### src/hw/rtl/gaq_pkg.sv
// Shared types, constants and register codes for the gamepad input qualifier.
package gaq_pkg;

    localparam int NUM_BUTTONS  = 24;
    localparam int COUNT_WIDTH  = 16;
    localparam int BTN_IDX_W    = $clog2(NUM_BUTTONS);
    localparam int WORD_BUTTONS = 14;
    localparam int CFG_IDX_W    = 3;
    localparam int CFG_DATA_W   = 16;
    localparam int SAMPLE_W     = 16;
    localparam int SQUARE_W     = 2 * SAMPLE_W;

    localparam logic [CFG_IDX_W-1:0] CFG_LEFT_DEAD_ZONE      = 3'd0;
    localparam logic [CFG_IDX_W-1:0] CFG_RIGHT_DEAD_ZONE     = 3'd1;
    localparam logic [CFG_IDX_W-1:0] CFG_TRIGGER_THRESHOLD   = 3'd2;
    localparam logic [CFG_IDX_W-1:0] CFG_REPEAT_DELAY        = 3'd3;
    localparam logic [CFG_IDX_W-1:0] CFG_REPEAT_PERIOD       = 3'd4;
    localparam logic [CFG_IDX_W-1:0] CFG_DIRECTION_THRESHOLD = 3'd5;

    localparam logic [15:0] RST_LEFT_DEAD_ZONE      = 16'd7849;
    localparam logic [15:0] RST_RIGHT_DEAD_ZONE     = 16'd8689;
    localparam logic [7:0]  RST_TRIGGER_THRESHOLD   = 8'd30;
    localparam logic [15:0] RST_REPEAT_DELAY        = 16'd20;
    localparam logic [15:0] RST_REPEAT_PERIOD       = 16'd3;
    localparam logic [14:0] RST_DIRECTION_THRESHOLD = 15'd16384;

    // Bit positions in the button word of logical buttons 0 to 13.
    localparam logic [3:0] WORD_BIT_POS [WORD_BUTTONS] = '{
        4'd0, 4'd1, 4'd2, 4'd3, 4'd4, 4'd5, 4'd6,
        4'd7, 4'd8, 4'd9, 4'd12, 4'd13, 4'd14, 4'd15
    };

    localparam int BTN_LS_UP    = 14;
    localparam int BTN_LS_DOWN  = 15;
    localparam int BTN_LS_LEFT  = 16;
    localparam int BTN_LS_RIGHT = 17;
    localparam int BTN_RS_UP    = 18;
    localparam int BTN_RS_DOWN  = 19;
    localparam int BTN_RS_LEFT  = 20;
    localparam int BTN_RS_RIGHT = 21;
    localparam int BTN_LT       = 22;
    localparam int BTN_RT       = 23;

    typedef struct packed {
        logic        connected;
        logic [15:0] button_word;
        logic signed [15:0] left_x;
        logic signed [15:0] left_y;
        logic signed [15:0] right_x;
        logic signed [15:0] right_y;
        logic [7:0]  left_pull;
        logic [7:0]  right_pull;
    } gaq_in_t;

    typedef struct packed {
        logic        link_up;
        logic [23:0] held_mask;
        logic [23:0] pressed_mask;
        logic [23:0] released_mask;
        logic [23:0] repeat_mask;
        logic signed [15:0] left_stick_x;
        logic signed [15:0] left_stick_y;
        logic signed [15:0] right_stick_x;
        logic signed [15:0] right_stick_y;
        logic [7:0]  left_level;
        logic [7:0]  right_level;
    } gaq_out_t;

    typedef struct packed {
        logic busy;
        logic done;
    } gaq_div_status_t;

endpackage

### src/hw/rtl/gaq_square.sv
// Registered squarer shared by both sticks and both dead-zone radii.
module gaq_square (
    input  logic                              clk,
    input  logic [gaq_pkg::SAMPLE_W-1:0]      operand,
    output logic [gaq_pkg::SQUARE_W-1:0]      square
);

    logic [gaq_pkg::SQUARE_W-1:0] square_reg;

    always_ff @(posedge clk)
    begin
        square_reg <= operand * operand;
    end

    assign square = square_reg;

endmodule

### src/hw/rtl/gaq_remainder.sv
// Bit-serial remainder unit used for the auto-repeat period check.
module gaq_remainder (
    input  logic                                 clk,
    input  logic                                 rst_n,
    input  logic                                 start,
    input  logic [gaq_pkg::COUNT_WIDTH-1:0]      dividend,
    input  logic [gaq_pkg::COUNT_WIDTH-1:0]      divisor,
    output logic [gaq_pkg::COUNT_WIDTH-1:0]      remainder,
    output gaq_pkg::gaq_div_status_t             status
);

    localparam int CNT_W = $clog2(gaq_pkg::COUNT_WIDTH);

    logic                              active_reg;
    logic                              done_reg;
    logic [CNT_W-1:0]                  cnt_reg;
    logic [gaq_pkg::COUNT_WIDTH-1:0]   quo_reg;
    logic [gaq_pkg::COUNT_WIDTH-1:0]   div_reg;
    logic [gaq_pkg::COUNT_WIDTH-1:0]   rem_reg;
    logic [gaq_pkg::COUNT_WIDTH:0]     trial;
    logic [gaq_pkg::COUNT_WIDTH:0]     diff;
    logic [gaq_pkg::COUNT_WIDTH-1:0]   rem_next;

    always_comb
    begin
        trial = {rem_reg, quo_reg[gaq_pkg::COUNT_WIDTH-1]};
        diff  = trial - {1'b0, div_reg};
        if (trial >= {1'b0, div_reg})
        begin
            rem_next = diff[gaq_pkg::COUNT_WIDTH-1:0];
        end
        else
        begin
            rem_next = trial[gaq_pkg::COUNT_WIDTH-1:0];
        end
    end

    always_ff @(posedge clk or negedge rst_n)
    begin
        if (!rst_n)
        begin
            active_reg <= 1'b0;
            done_reg   <= 1'b0;
            cnt_reg    <= '0;
        end
        else
        begin
            done_reg <= 1'b0;
            if (start)
            begin
                active_reg <= 1'b1;
                cnt_reg    <= '0;
            end
            else if (active_reg)
            begin
                cnt_reg <= cnt_reg + 1'b1;
                if (cnt_reg == CNT_W'(gaq_pkg::COUNT_WIDTH - 1))
                begin
                    active_reg <= 1'b0;
                    done_reg   <= 1'b1;
                end
            end
        end
    end

    always_ff @(posedge clk)
    begin
        if (start)
        begin
            quo_reg <= dividend;
            div_reg <= divisor;
            rem_reg <= '0;
        end
        else if (active_reg)
        begin
            quo_reg <= {quo_reg[gaq_pkg::COUNT_WIDTH-2:0], 1'b0};
            rem_reg <= rem_next;
        end
    end

    assign remainder   = rem_reg;
    assign status.busy = active_reg;
    assign status.done = done_reg;

endmodule

### src/hw/rtl/gamepad_input_qualifier.sv
// Top level of the gamepad input qualifier: sequencer, state and result register.
// After a poll is accepted, the shared registered squarer serves the two dead-zone tests,
// then the hold counters are updated, the buttons are scanned in turn and the result
// register is loaded. During the scan, each button whose hold count is above both one and
// repeat_delay also waits on the bit-serial remainder unit. The block is ready again the
// cycle after the result is loaded, so a new poll is not taken while the previous one is
// still being qualified. A new poll is taken once the previous one has been placed in the
// result register, even if that result has not yet been taken; the new result then
// waits in the sequencer until the result register is free.
module gamepad_input_qualifier (
    input  logic                                clk,
    input  logic                                rst_n,
    input  logic                                wr_en,
    input  logic [gaq_pkg::CFG_IDX_W-1:0]       wr_index,
    input  logic [gaq_pkg::CFG_DATA_W-1:0]      wr_data,
    input  logic                                poll_valid,
    output logic                                poll_ready,
    input  gaq_pkg::gaq_in_t                    poll,
    output logic                                result_valid,
    input  logic                                result_ready,
    output gaq_pkg::gaq_out_t                   result
);

    localparam logic [2:0] ST_IDLE   = 3'd0;
    localparam logic [2:0] ST_SQUARE = 3'd1;
    localparam logic [2:0] ST_UPDATE = 3'd2;
    localparam logic [2:0] ST_SCAN   = 3'd3;
    localparam logic [2:0] ST_DIVIDE = 3'd4;
    localparam logic [2:0] ST_FINISH = 3'd5;

    localparam int NB  = gaq_pkg::NUM_BUTTONS;
    localparam int CW  = gaq_pkg::COUNT_WIDTH;
    localparam int IW  = gaq_pkg::BTN_IDX_W;
    localparam int SW  = gaq_pkg::SQUARE_W;

    logic [15:0]  left_dz_reg;
    logic [15:0]  right_dz_reg;
    logic [7:0]   trig_th_reg;
    logic [15:0]  rep_delay_reg;
    logic [15:0]  rep_period_reg;
    logic [14:0]  dir_th_reg;

    logic [2:0]   state_reg;
    logic [2:0]   state_next;
    logic [2:0]   sq_idx_reg;
    logic [IW-1:0] scan_idx_reg;
    logic [SW-1:0] acc_reg;
    logic         left_out_reg;
    logic         right_out_reg;

    gaq_pkg::gaq_in_t  poll_reg;
    gaq_pkg::gaq_out_t result_reg;
    logic              result_valid_reg;

    logic [CW-1:0] hold_count_reg [NB];
    logic [NB-1:0] prev_mask_reg;
    logic [NB-1:0] rep_mask_reg;
    logic signed [15:0] lsx_reg;
    logic signed [15:0] lsy_reg;
    logic signed [15:0] rsx_reg;
    logic signed [15:0] rsy_reg;
    logic [7:0]   llev_reg;
    logic [7:0]   rlev_reg;

    logic [15:0]  sq_operand;
    logic [SW-1:0] sq_value;
    logic [SW-1:0] acc_sum;

    logic signed [15:0] lx_dz;
    logic signed [15:0] ly_dz;
    logic signed [15:0] rx_dz;
    logic signed [15:0] ry_dz;
    logic [7:0]   l_level;
    logic [7:0]   r_level;
    logic signed [16:0] th_pos;
    logic signed [16:0] th_neg;
    logic [NB-1:0] pressed_vec;
    logic [NB-1:0] held_vec;

    logic [CW-1:0] cur_count;
    logic          simple_fire;
    logic          need_div;
    logic [CW-1:0] div_dividend;
    logic [CW-1:0] div_divisor;
    logic [CW-1:0] div_rem;
    logic          div_start;
    gaq_pkg::gaq_div_status_t div_status;
    logic          accept;
    logic          last_button;

    function automatic logic [15:0] magnitude(input logic signed [15:0] v);
        logic [15:0] neg;
        neg = 16'(-v);
        return v[15] ? neg : v;
    endfunction

    assign accept     = poll_valid && poll_ready;
    assign poll_ready = (state_reg == ST_IDLE);

    // Configuration registers.
    always_ff @(posedge clk or negedge rst_n)
    begin
        if (!rst_n)
        begin
            left_dz_reg    <= gaq_pkg::RST_LEFT_DEAD_ZONE;
            right_dz_reg   <= gaq_pkg::RST_RIGHT_DEAD_ZONE;
            trig_th_reg    <= gaq_pkg::RST_TRIGGER_THRESHOLD;
            rep_delay_reg  <= gaq_pkg::RST_REPEAT_DELAY;
            rep_period_reg <= gaq_pkg::RST_REPEAT_PERIOD;
            dir_th_reg     <= gaq_pkg::RST_DIRECTION_THRESHOLD;
        end
        else if (wr_en)
        begin
            unique case (wr_index)
                gaq_pkg::CFG_LEFT_DEAD_ZONE:      left_dz_reg    <= wr_data;
                gaq_pkg::CFG_RIGHT_DEAD_ZONE:     right_dz_reg   <= wr_data;
                gaq_pkg::CFG_TRIGGER_THRESHOLD:   trig_th_reg    <= wr_data[7:0];
                gaq_pkg::CFG_REPEAT_DELAY:        rep_delay_reg  <= wr_data;
                gaq_pkg::CFG_REPEAT_PERIOD:       rep_period_reg <= wr_data;
                gaq_pkg::CFG_DIRECTION_THRESHOLD: dir_th_reg     <= wr_data[14:0];
                default:                          ;
            endcase
        end
    end

    // Squarer operand order: left x, left y, left radius, right x, right y, right radius.
    always_comb
    begin
        case (sq_idx_reg)
            3'd0:    sq_operand = magnitude(poll_reg.left_x);
            3'd1:    sq_operand = magnitude(poll_reg.left_y);
            3'd2:    sq_operand = left_dz_reg;
            3'd3:    sq_operand = magnitude(poll_reg.right_x);
            3'd4:    sq_operand = magnitude(poll_reg.right_y);
            3'd5:    sq_operand = right_dz_reg;
            default: sq_operand = '0;
        endcase
    end

    gaq_square u_square (
        .clk     (clk),
        .operand (sq_operand),
        .square  (sq_value)
    );

    assign acc_sum = acc_reg + sq_value;

    always_comb
    begin
        lx_dz  = (poll_reg.connected && left_out_reg)  ? poll_reg.left_x  : 16'sd0;
        ly_dz  = (poll_reg.connected && left_out_reg)  ? poll_reg.left_y  : 16'sd0;
        rx_dz  = (poll_reg.connected && right_out_reg) ? poll_reg.right_x : 16'sd0;
        ry_dz  = (poll_reg.connected && right_out_reg) ? poll_reg.right_y : 16'sd0;
        l_level = (poll_reg.connected && poll_reg.left_pull >= trig_th_reg)
                  ? 8'(poll_reg.left_pull - trig_th_reg) : 8'd0;
        r_level = (poll_reg.connected && poll_reg.right_pull >= trig_th_reg)
                  ? 8'(poll_reg.right_pull - trig_th_reg) : 8'd0;
        th_pos = $signed({2'b00, dir_th_reg});
        th_neg = -th_pos;

        pressed_vec = '0;
        for (int i = 0; i < gaq_pkg::WORD_BUTTONS; i++)
        begin
            pressed_vec[i] = poll_reg.button_word[gaq_pkg::WORD_BIT_POS[i]];
        end
        pressed_vec[gaq_pkg::BTN_LS_UP]    = 17'(ly_dz) > th_pos;
        pressed_vec[gaq_pkg::BTN_LS_DOWN]  = 17'(ly_dz) < th_neg;
        pressed_vec[gaq_pkg::BTN_LS_LEFT]  = 17'(lx_dz) < th_neg;
        pressed_vec[gaq_pkg::BTN_LS_RIGHT] = 17'(lx_dz) > th_pos;
        pressed_vec[gaq_pkg::BTN_RS_UP]    = 17'(ry_dz) > th_pos;
        pressed_vec[gaq_pkg::BTN_RS_DOWN]  = 17'(ry_dz) < th_neg;
        pressed_vec[gaq_pkg::BTN_RS_LEFT]  = 17'(rx_dz) < th_neg;
        pressed_vec[gaq_pkg::BTN_RS_RIGHT] = 17'(rx_dz) > th_pos;
        pressed_vec[gaq_pkg::BTN_LT]       = l_level != 8'd0;
        pressed_vec[gaq_pkg::BTN_RT]       = r_level != 8'd0;

        for (int i = 0; i < NB; i++)
        begin
            held_vec[i] = hold_count_reg[i] != '0;
        end
    end

    always_comb
    begin
        cur_count    = hold_count_reg[scan_idx_reg];
        simple_fire  = (cur_count == CW'(1))
                       || ((cur_count != '0) && (cur_count == rep_delay_reg));
        need_div     = (cur_count > CW'(1)) && (cur_count > rep_delay_reg);
        div_dividend = cur_count - rep_delay_reg;
        div_divisor  = (rep_period_reg == '0) ? CW'(1) : rep_period_reg;
        div_start    = (state_reg == ST_SCAN) && need_div;
        last_button  = (scan_idx_reg == IW'(NB - 1));
    end

    gaq_remainder u_remainder (
        .clk       (clk),
        .rst_n     (rst_n),
        .start     (div_start),
        .dividend  (div_dividend),
        .divisor   (div_divisor),
        .remainder (div_rem),
        .status    (div_status)
    );

    always_comb
    begin
        state_next = state_reg;
        unique case (state_reg)
            ST_IDLE:
            begin
                if (accept)
                begin
                    state_next = ST_SQUARE;
                end
            end
            ST_SQUARE:
            begin
                if (sq_idx_reg == 3'd6)
                begin
                    state_next = ST_UPDATE;
                end
            end
            ST_UPDATE:
            begin
                state_next = ST_SCAN;
            end
            ST_SCAN:
            begin
                if (need_div)
                begin
                    state_next = ST_DIVIDE;
                end
                else if (last_button)
                begin
                    state_next = ST_FINISH;
                end
            end
            ST_DIVIDE:
            begin
                if (div_status.done)
                begin
                    state_next = last_button ? ST_FINISH : ST_SCAN;
                end
            end
            ST_FINISH:
            begin
                if (!result_valid_reg || result_ready)
                begin
                    state_next = ST_IDLE;
                end
            end
            default:
            begin
                state_next = ST_IDLE;
            end
        endcase
    end

    // Control and button state.
    always_ff @(posedge clk or negedge rst_n)
    begin
        if (!rst_n)
        begin
            state_reg        <= ST_IDLE;
            sq_idx_reg       <= '0;
            scan_idx_reg     <= '0;
            result_valid_reg <= 1'b0;
            prev_mask_reg    <= '0;
            for (int i = 0; i < NB; i++)
            begin
                hold_count_reg[i] <= '0;
            end
        end
        else
        begin
            state_reg <= state_next;
            if (state_reg == ST_FINISH && (!result_valid_reg || result_ready))
            begin
                result_valid_reg <= 1'b1;
            end
            else if (result_valid_reg && result_ready)
            begin
                result_valid_reg <= 1'b0;
            end
            if (accept)
            begin
                sq_idx_reg <= '0;
            end
            else if (state_reg == ST_SQUARE)
            begin
                sq_idx_reg <= sq_idx_reg + 1'b1;
            end
            if (state_reg == ST_UPDATE)
            begin
                scan_idx_reg  <= '0;
                prev_mask_reg <= held_vec;
                if (poll_reg.connected)
                begin
                    for (int i = 0; i < NB; i++)
                    begin
                        if (!pressed_vec[i])
                        begin
                            hold_count_reg[i] <= '0;
                        end
                        else if (hold_count_reg[i] != '1)
                        begin
                            hold_count_reg[i] <= hold_count_reg[i] + 1'b1;
                        end
                    end
                end
            end
            if ((state_reg == ST_SCAN && !need_div)
                || (state_reg == ST_DIVIDE && div_status.done))
            begin
                if (!last_button)
                begin
                    scan_idx_reg <= scan_idx_reg + 1'b1;
                end
            end
        end
    end

    // Working data path.
    always_ff @(posedge clk)
    begin
        if (accept)
        begin
            poll_reg <= poll;
        end
        if (state_reg == ST_SQUARE)
        begin
            case (sq_idx_reg)
                3'd1:    acc_reg       <= sq_value;
                3'd2:    acc_reg       <= acc_sum;
                3'd3:    left_out_reg  <= acc_reg >= sq_value;
                3'd4:    acc_reg       <= sq_value;
                3'd5:    acc_reg       <= acc_sum;
                3'd6:    right_out_reg <= acc_reg >= sq_value;
                default: ;
            endcase
        end
        if (state_reg == ST_UPDATE)
        begin
            lsx_reg      <= lx_dz;
            lsy_reg      <= ly_dz;
            rsx_reg      <= rx_dz;
            rsy_reg      <= ry_dz;
            llev_reg     <= l_level;
            rlev_reg     <= r_level;
            rep_mask_reg <= '0;
        end
        if (state_reg == ST_SCAN && !need_div)
        begin
            rep_mask_reg[scan_idx_reg] <= simple_fire;
        end
        if (state_reg == ST_DIVIDE && div_status.done)
        begin
            rep_mask_reg[scan_idx_reg] <= (div_rem == '0);
        end
        if (state_reg == ST_FINISH && (!result_valid_reg || result_ready))
        begin
            result_reg.link_up       <= poll_reg.connected;
            result_reg.held_mask     <= held_vec;
            result_reg.pressed_mask  <= held_vec & ~prev_mask_reg;
            result_reg.released_mask <= prev_mask_reg & ~held_vec;
            result_reg.repeat_mask   <= rep_mask_reg;
            result_reg.left_stick_x  <= lsx_reg;
            result_reg.left_stick_y  <= lsy_reg;
            result_reg.right_stick_x <= rsx_reg;
            result_reg.right_stick_y <= rsy_reg;
            result_reg.left_level    <= llev_reg;
            result_reg.right_level   <= rlev_reg;
        end
    end

    assign result_valid = result_valid_reg;
    assign result       = result_reg;

    a_divide_active: assert property (@(posedge clk) disable iff (!rst_n)
        (state_reg == ST_DIVIDE) |-> (div_status.busy || div_status.done))
        else $error("remainder unit idle while the sequencer waits on it");

    a_result_from_finish: assert property (@(posedge clk) disable iff (!rst_n)
        $rose(result_valid_reg) |-> ($past(state_reg) == ST_FINISH))
        else $error("result raised outside the finishing step");

    a_edges_disjoint: assert property (@(posedge clk) disable iff (!rst_n)
        result_valid_reg |-> ((result_reg.pressed_mask & result_reg.released_mask) == '0))
        else $error("a button is reported both pressed and released");

    a_scan_in_range: assert property (@(posedge clk) disable iff (!rst_n)
        (state_reg == ST_SCAN || state_reg == ST_DIVIDE) |-> (scan_idx_reg < IW'(NB)))
        else $error("button scan index out of range");

endmodule

### config.mk
export PLATFORM = sky130hd
export DESIGN_NAME = gamepad_input_qualifier
export DESIGN_NICKNAME = d
export VERILOG_FILES = /design/src/hw/rtl/gaq_pkg.sv /design/src/hw/rtl/gaq_square.sv /design/src/hw/rtl/gaq_remainder.sv /design/src/hw/rtl/gamepad_input_qualifier.sv
export SDC_FILE = /design/constraint.sdc
export NUM_CORES = 2
export LEC_CHECK = 0
export ABC_CLOCK_PERIOD_IN_PS = 11500
export BUFFER_PORTS_ARGS = -buffer_cell sky130_fd_sc_hd__buf_2
export CORE_UTILIZATION = 40
export CTS_BUF_LIST = sky130_fd_sc_hd__clkbuf_2
export DETAILED_ROUTE_END_ITERATION = 16
export PLACE_DENSITY = 0.54
export RECOVER_POWER = 25
export SLEW_MARGIN = 30
export SYNTH_ARGS = -nofsm -noshare
export SYNTH_HDL_FRONTEND = slang
export SYNTH_HIERARCHICAL = 1
export SYNTH_SLANG_ARGS = --single-unit
export TNS_END_PERCENT = 30
### constraint.sdc
create_clock -name clk -period 11.5 [get_ports clk]
set_input_delay 0.575 -clock clk [delete_from_list [all_inputs] [get_ports clk]]
set_output_delay 0.575 -clock clk [all_outputs]
set_load 0.02 [all_outputs]
==> flow_summary_export.csv <==
group,metric,value,unit
logic_synthesis,netlist_area,61800,µm²
power_and_ir_drop,power.ir.vdd_worst,1.327,mV
power_and_ir_drop,combinationalPowerShare,0.620,
logic_synthesis,yosys_warnings,6,
floorplan,row_count,143,
global_routing,grt_antenna_before_repair,10,
floorplan,fp.dieArea,156100,µm²
logic_synthesis,postSynthNetCount,6693,
power_and_ir_drop,seq_power_share,0.228,
layout,final_net_count,7481,
critical_path,crit_path_start,"poll_reg[51]",
power_and_ir_drop,part_of_the_power_in_the_clock_network,0.153,
power_and_ir_drop,post-layout-total-power,18.14,mW
power_and_ir_drop,switching_share,0.4705,
detailed_routing,dr_iter_0_viols,3545,
global_routing,gr-max-usage-layer,"met2",
logic_synthesis,postSynthCellCount,6006,
critical_path,worst-setup-path-type,"flip-flop to flip-flop",
place,hpwlAfterDp,135.0,mm
critical_path,cp.arrival,10180,ps
sta,report.final.hold_viol_count,0,
clock_tree,maximum_level_of_the_cts_h_tree,5,
global_routing,routing_usage_on_met3,0.04811,
place,final_weighted_congestion_of_routability_driven_global_placement,0.9203,
detailed_routing,routed_wire_length_per_instance,20.76,µm
run_status,run_status,"finished, violations left",
worst_hold_path,worstHoldStart,"wr_index[0]",
detailed_routing,remaining_drc_errors,0,
global_routing,grt_first_pass_wirelength,288.6,mm
floorplan,boundary_pin_count,300,
clock_tree,cts-root-to-sink-buffers,4,
clock_tree,postCtsResizedCells,0,
critical_path,endpoint_kind,"flip-flop",
place,placed_cell_count,8164,
sta,timing.max_slew.rel_slack,-1.624,
critical_path,critical_path_required,12960,ps
global_routing,global_route.usage.met1,0.3274,
sta,setup_repair_after_global_routing_missed_its_margin,"false",
power_and_ir_drop,static-leakage-power,31.26,nW
detailed_routing,detail_route.vias_per_cell,5.455,
sta,setup_total_negative_slack,0,ps
run_status,failed_checks,"capacitance limit, slew limit",
floorplan,core_area,152600,µm²
detailed_routing,drtPass1Iterations,8,
worst_hold_path,holdCritPathClass,"input pin to flip-flop",
sta,fmax,114.7,MHz
logic_synthesis,synth.avg_cell_area,10.29,µm²
floorplan,die-width,395.1,µm
clock_tree,cts_clock_pin_slew_for_the_worst_setup_and_hold_paths,140,ps
sta,slew_viol_final,345,
global_routing,grt_pass1_vias,49260,
critical_path,rr_worst_depth,27,
sta,clock_skew,263.7,ps
layout,stdcell_count,9041,
global_routing,grt_start_max_net_pins,143,
detailed_routing,num_vias,49320,
place,port-buffer-count,297,
job,timing.max_cap.violations,4,
clock_tree,number_of_sinks_handled_by_clock_tree_synthesis,1002,
critical_path,crit_path_max_fanout,14,
clock_tree,numCtsBuffers,301,
clock_tree,clockRootBuffer,"clkbuf_2",
critical_path,cp-start-kind,"flip-flop",
sta,timing.final.crit_share,0.7583,
detailed_routing,postRouteAntennaNets,0,
clock_tree,clock_latency_on_the_worst_skew_pair,1770,ps
clock_tree,cts_tree,"yes",
floorplan,die_h,395.1,µm
global_routing,global_route.overflow_total,0,
layout,flip_flop_count_of_the_largest_register_after_layout,384,
power_and_ir_drop,internal_power,9.605,mW
sta,setup_viol,0,
power_and_ir_drop,power.switching,8.533,mW
critical_path,r2r-start,"poll_reg[51]",
global_routing,grt_usage,0.2389,
floorplan,initial_utilization,0.4049,
sta,tightestPinTransition,3935,ps
layout,final_layout_size_suffix_gt1_frac,0.1495,
layout,area_delta_synth_final,15.88,%
detailed_routing,totalWireLength,187.7,mm
power_and_ir_drop,cell_area_power_density,253.2,nW/µm²
global_routing,groute.layer.met2.usage,0.3718,
worst_hold_path,hold_path_depth,4,
sta,finalWorstPathRequiredPeriod,8720,ps
-- through the flow --
stage	instance area (µm²)	setup WS (ps)	utilization	hold slack, ps
floorplan	61800	2724	-	279.4
global placement	65330	2820	0.4281	402.9
detailed placement	65370	3070	0.4283	404.5
CTS	71590	2887	0.4690	34.40
global route	71600	2122	0.4691	219.8
finish	71620	2780	0.4693	302.2
-- layout make-up --
class	instances	area (µm²)
Clock inverter	71	465.4
Timing Repair Buffer	702	5431
Multi-Input combinational cell	4266	32160
Antenna cell	14	35.03
Clock buffer	435	2177
Sequential cell	1002	26850
Tap cell	2030	2540
Fill cell	14350	81000
Inverter	521	1961
-- path summary, 6_finish.rpt --
| kind | to | slack [ps] |
|---|---|---|
| max | u_square/square[25] | 2780 |
| min | dir_th_reg[9] | 300 |
| max reg2reg | u_square/square[25] | 2780 |
| min reg2reg | result[10] | 320 |
| max in group asynchronous | prev_mask_reg[21] | 3400 |
| min in group asynchronous | trig_th_reg[0] | 1970 |
-- routing by layer --
metal,part of all wire,wire length (µm),vias to the layer above
met3,0.065,12250,357
met4,0.033,6137,0
met1,0.45,83960,24210
met5,0,0,-
met2,0.45,85380,1571
li1,-,-,23180
-- what timing repair did --
| action | in CTS | in global routing |
|---|---|---|
| hold endpoints to repair | 593 | 0 |
| setup buffers | 0 | 0 |
| hold buffers | 355 | 0 |
-- power groups by stage --
| stage | logic, mW | registers (mW) | clock network, mW |
|---|---|---|---|
| after floorplan | 8.67 | 4.17 | 0 |
| after global placement | 11.1 | 4.21 | 0 |
| after detailed placement | 11.1 | 4.21 | 0 |
| after CTS | 11.3 | 4.13 | 2.89 |
| after global routing | 12.7 | 4.15 | 3.07 |
| final | 11.2 | 4.13 | 2.77 |
-- worst max-delay path, cell delays in order, from the launching register on --
cell and delay (ps):
edfxtp_1 490, or3_1 460, or4_1 590, o31ai_1 280, xor2_1 170, o21ai_0 110
a222oi_1 350, nand2_1 560, and2_1 370, fa_1 490, inv_1 50, fa_1 520
inv_1 60, fa_1 500, inv_1 60, fa_1 540, inv_1 60, fa_1 480
inv_1 50, fa_1 480, inv_1 50, ha_1 360, nand2_1 60, o21ai_0 320
a21oi_1 160, o21ai_0 450, o21ai_0 240, xnor2_1 160
-- cell usage in the layout, fill, tap and decap left out, types with 71 or more instances in the layout --
cell           count
ha_1             399
and2_1            74
and3_1           137
dfrtp_1          485
dlygate4sd3_1    354
nor4_1            85
nor2_1           523
nand3_1          206
o21ai_0          239
xor2_1           210
mux2_2           100
nor3_1           104
mux2i_1          108
buf_2            284
fa_1             167
dfxtp_1           71
xnor2_1          194
a21oi_1          225
clkbuf_2         436
edfxtp_1         418
inv_1            518
nand2_1          452
nand4_1          106
No activity file was read; power rests on OpenSTA's default activity.
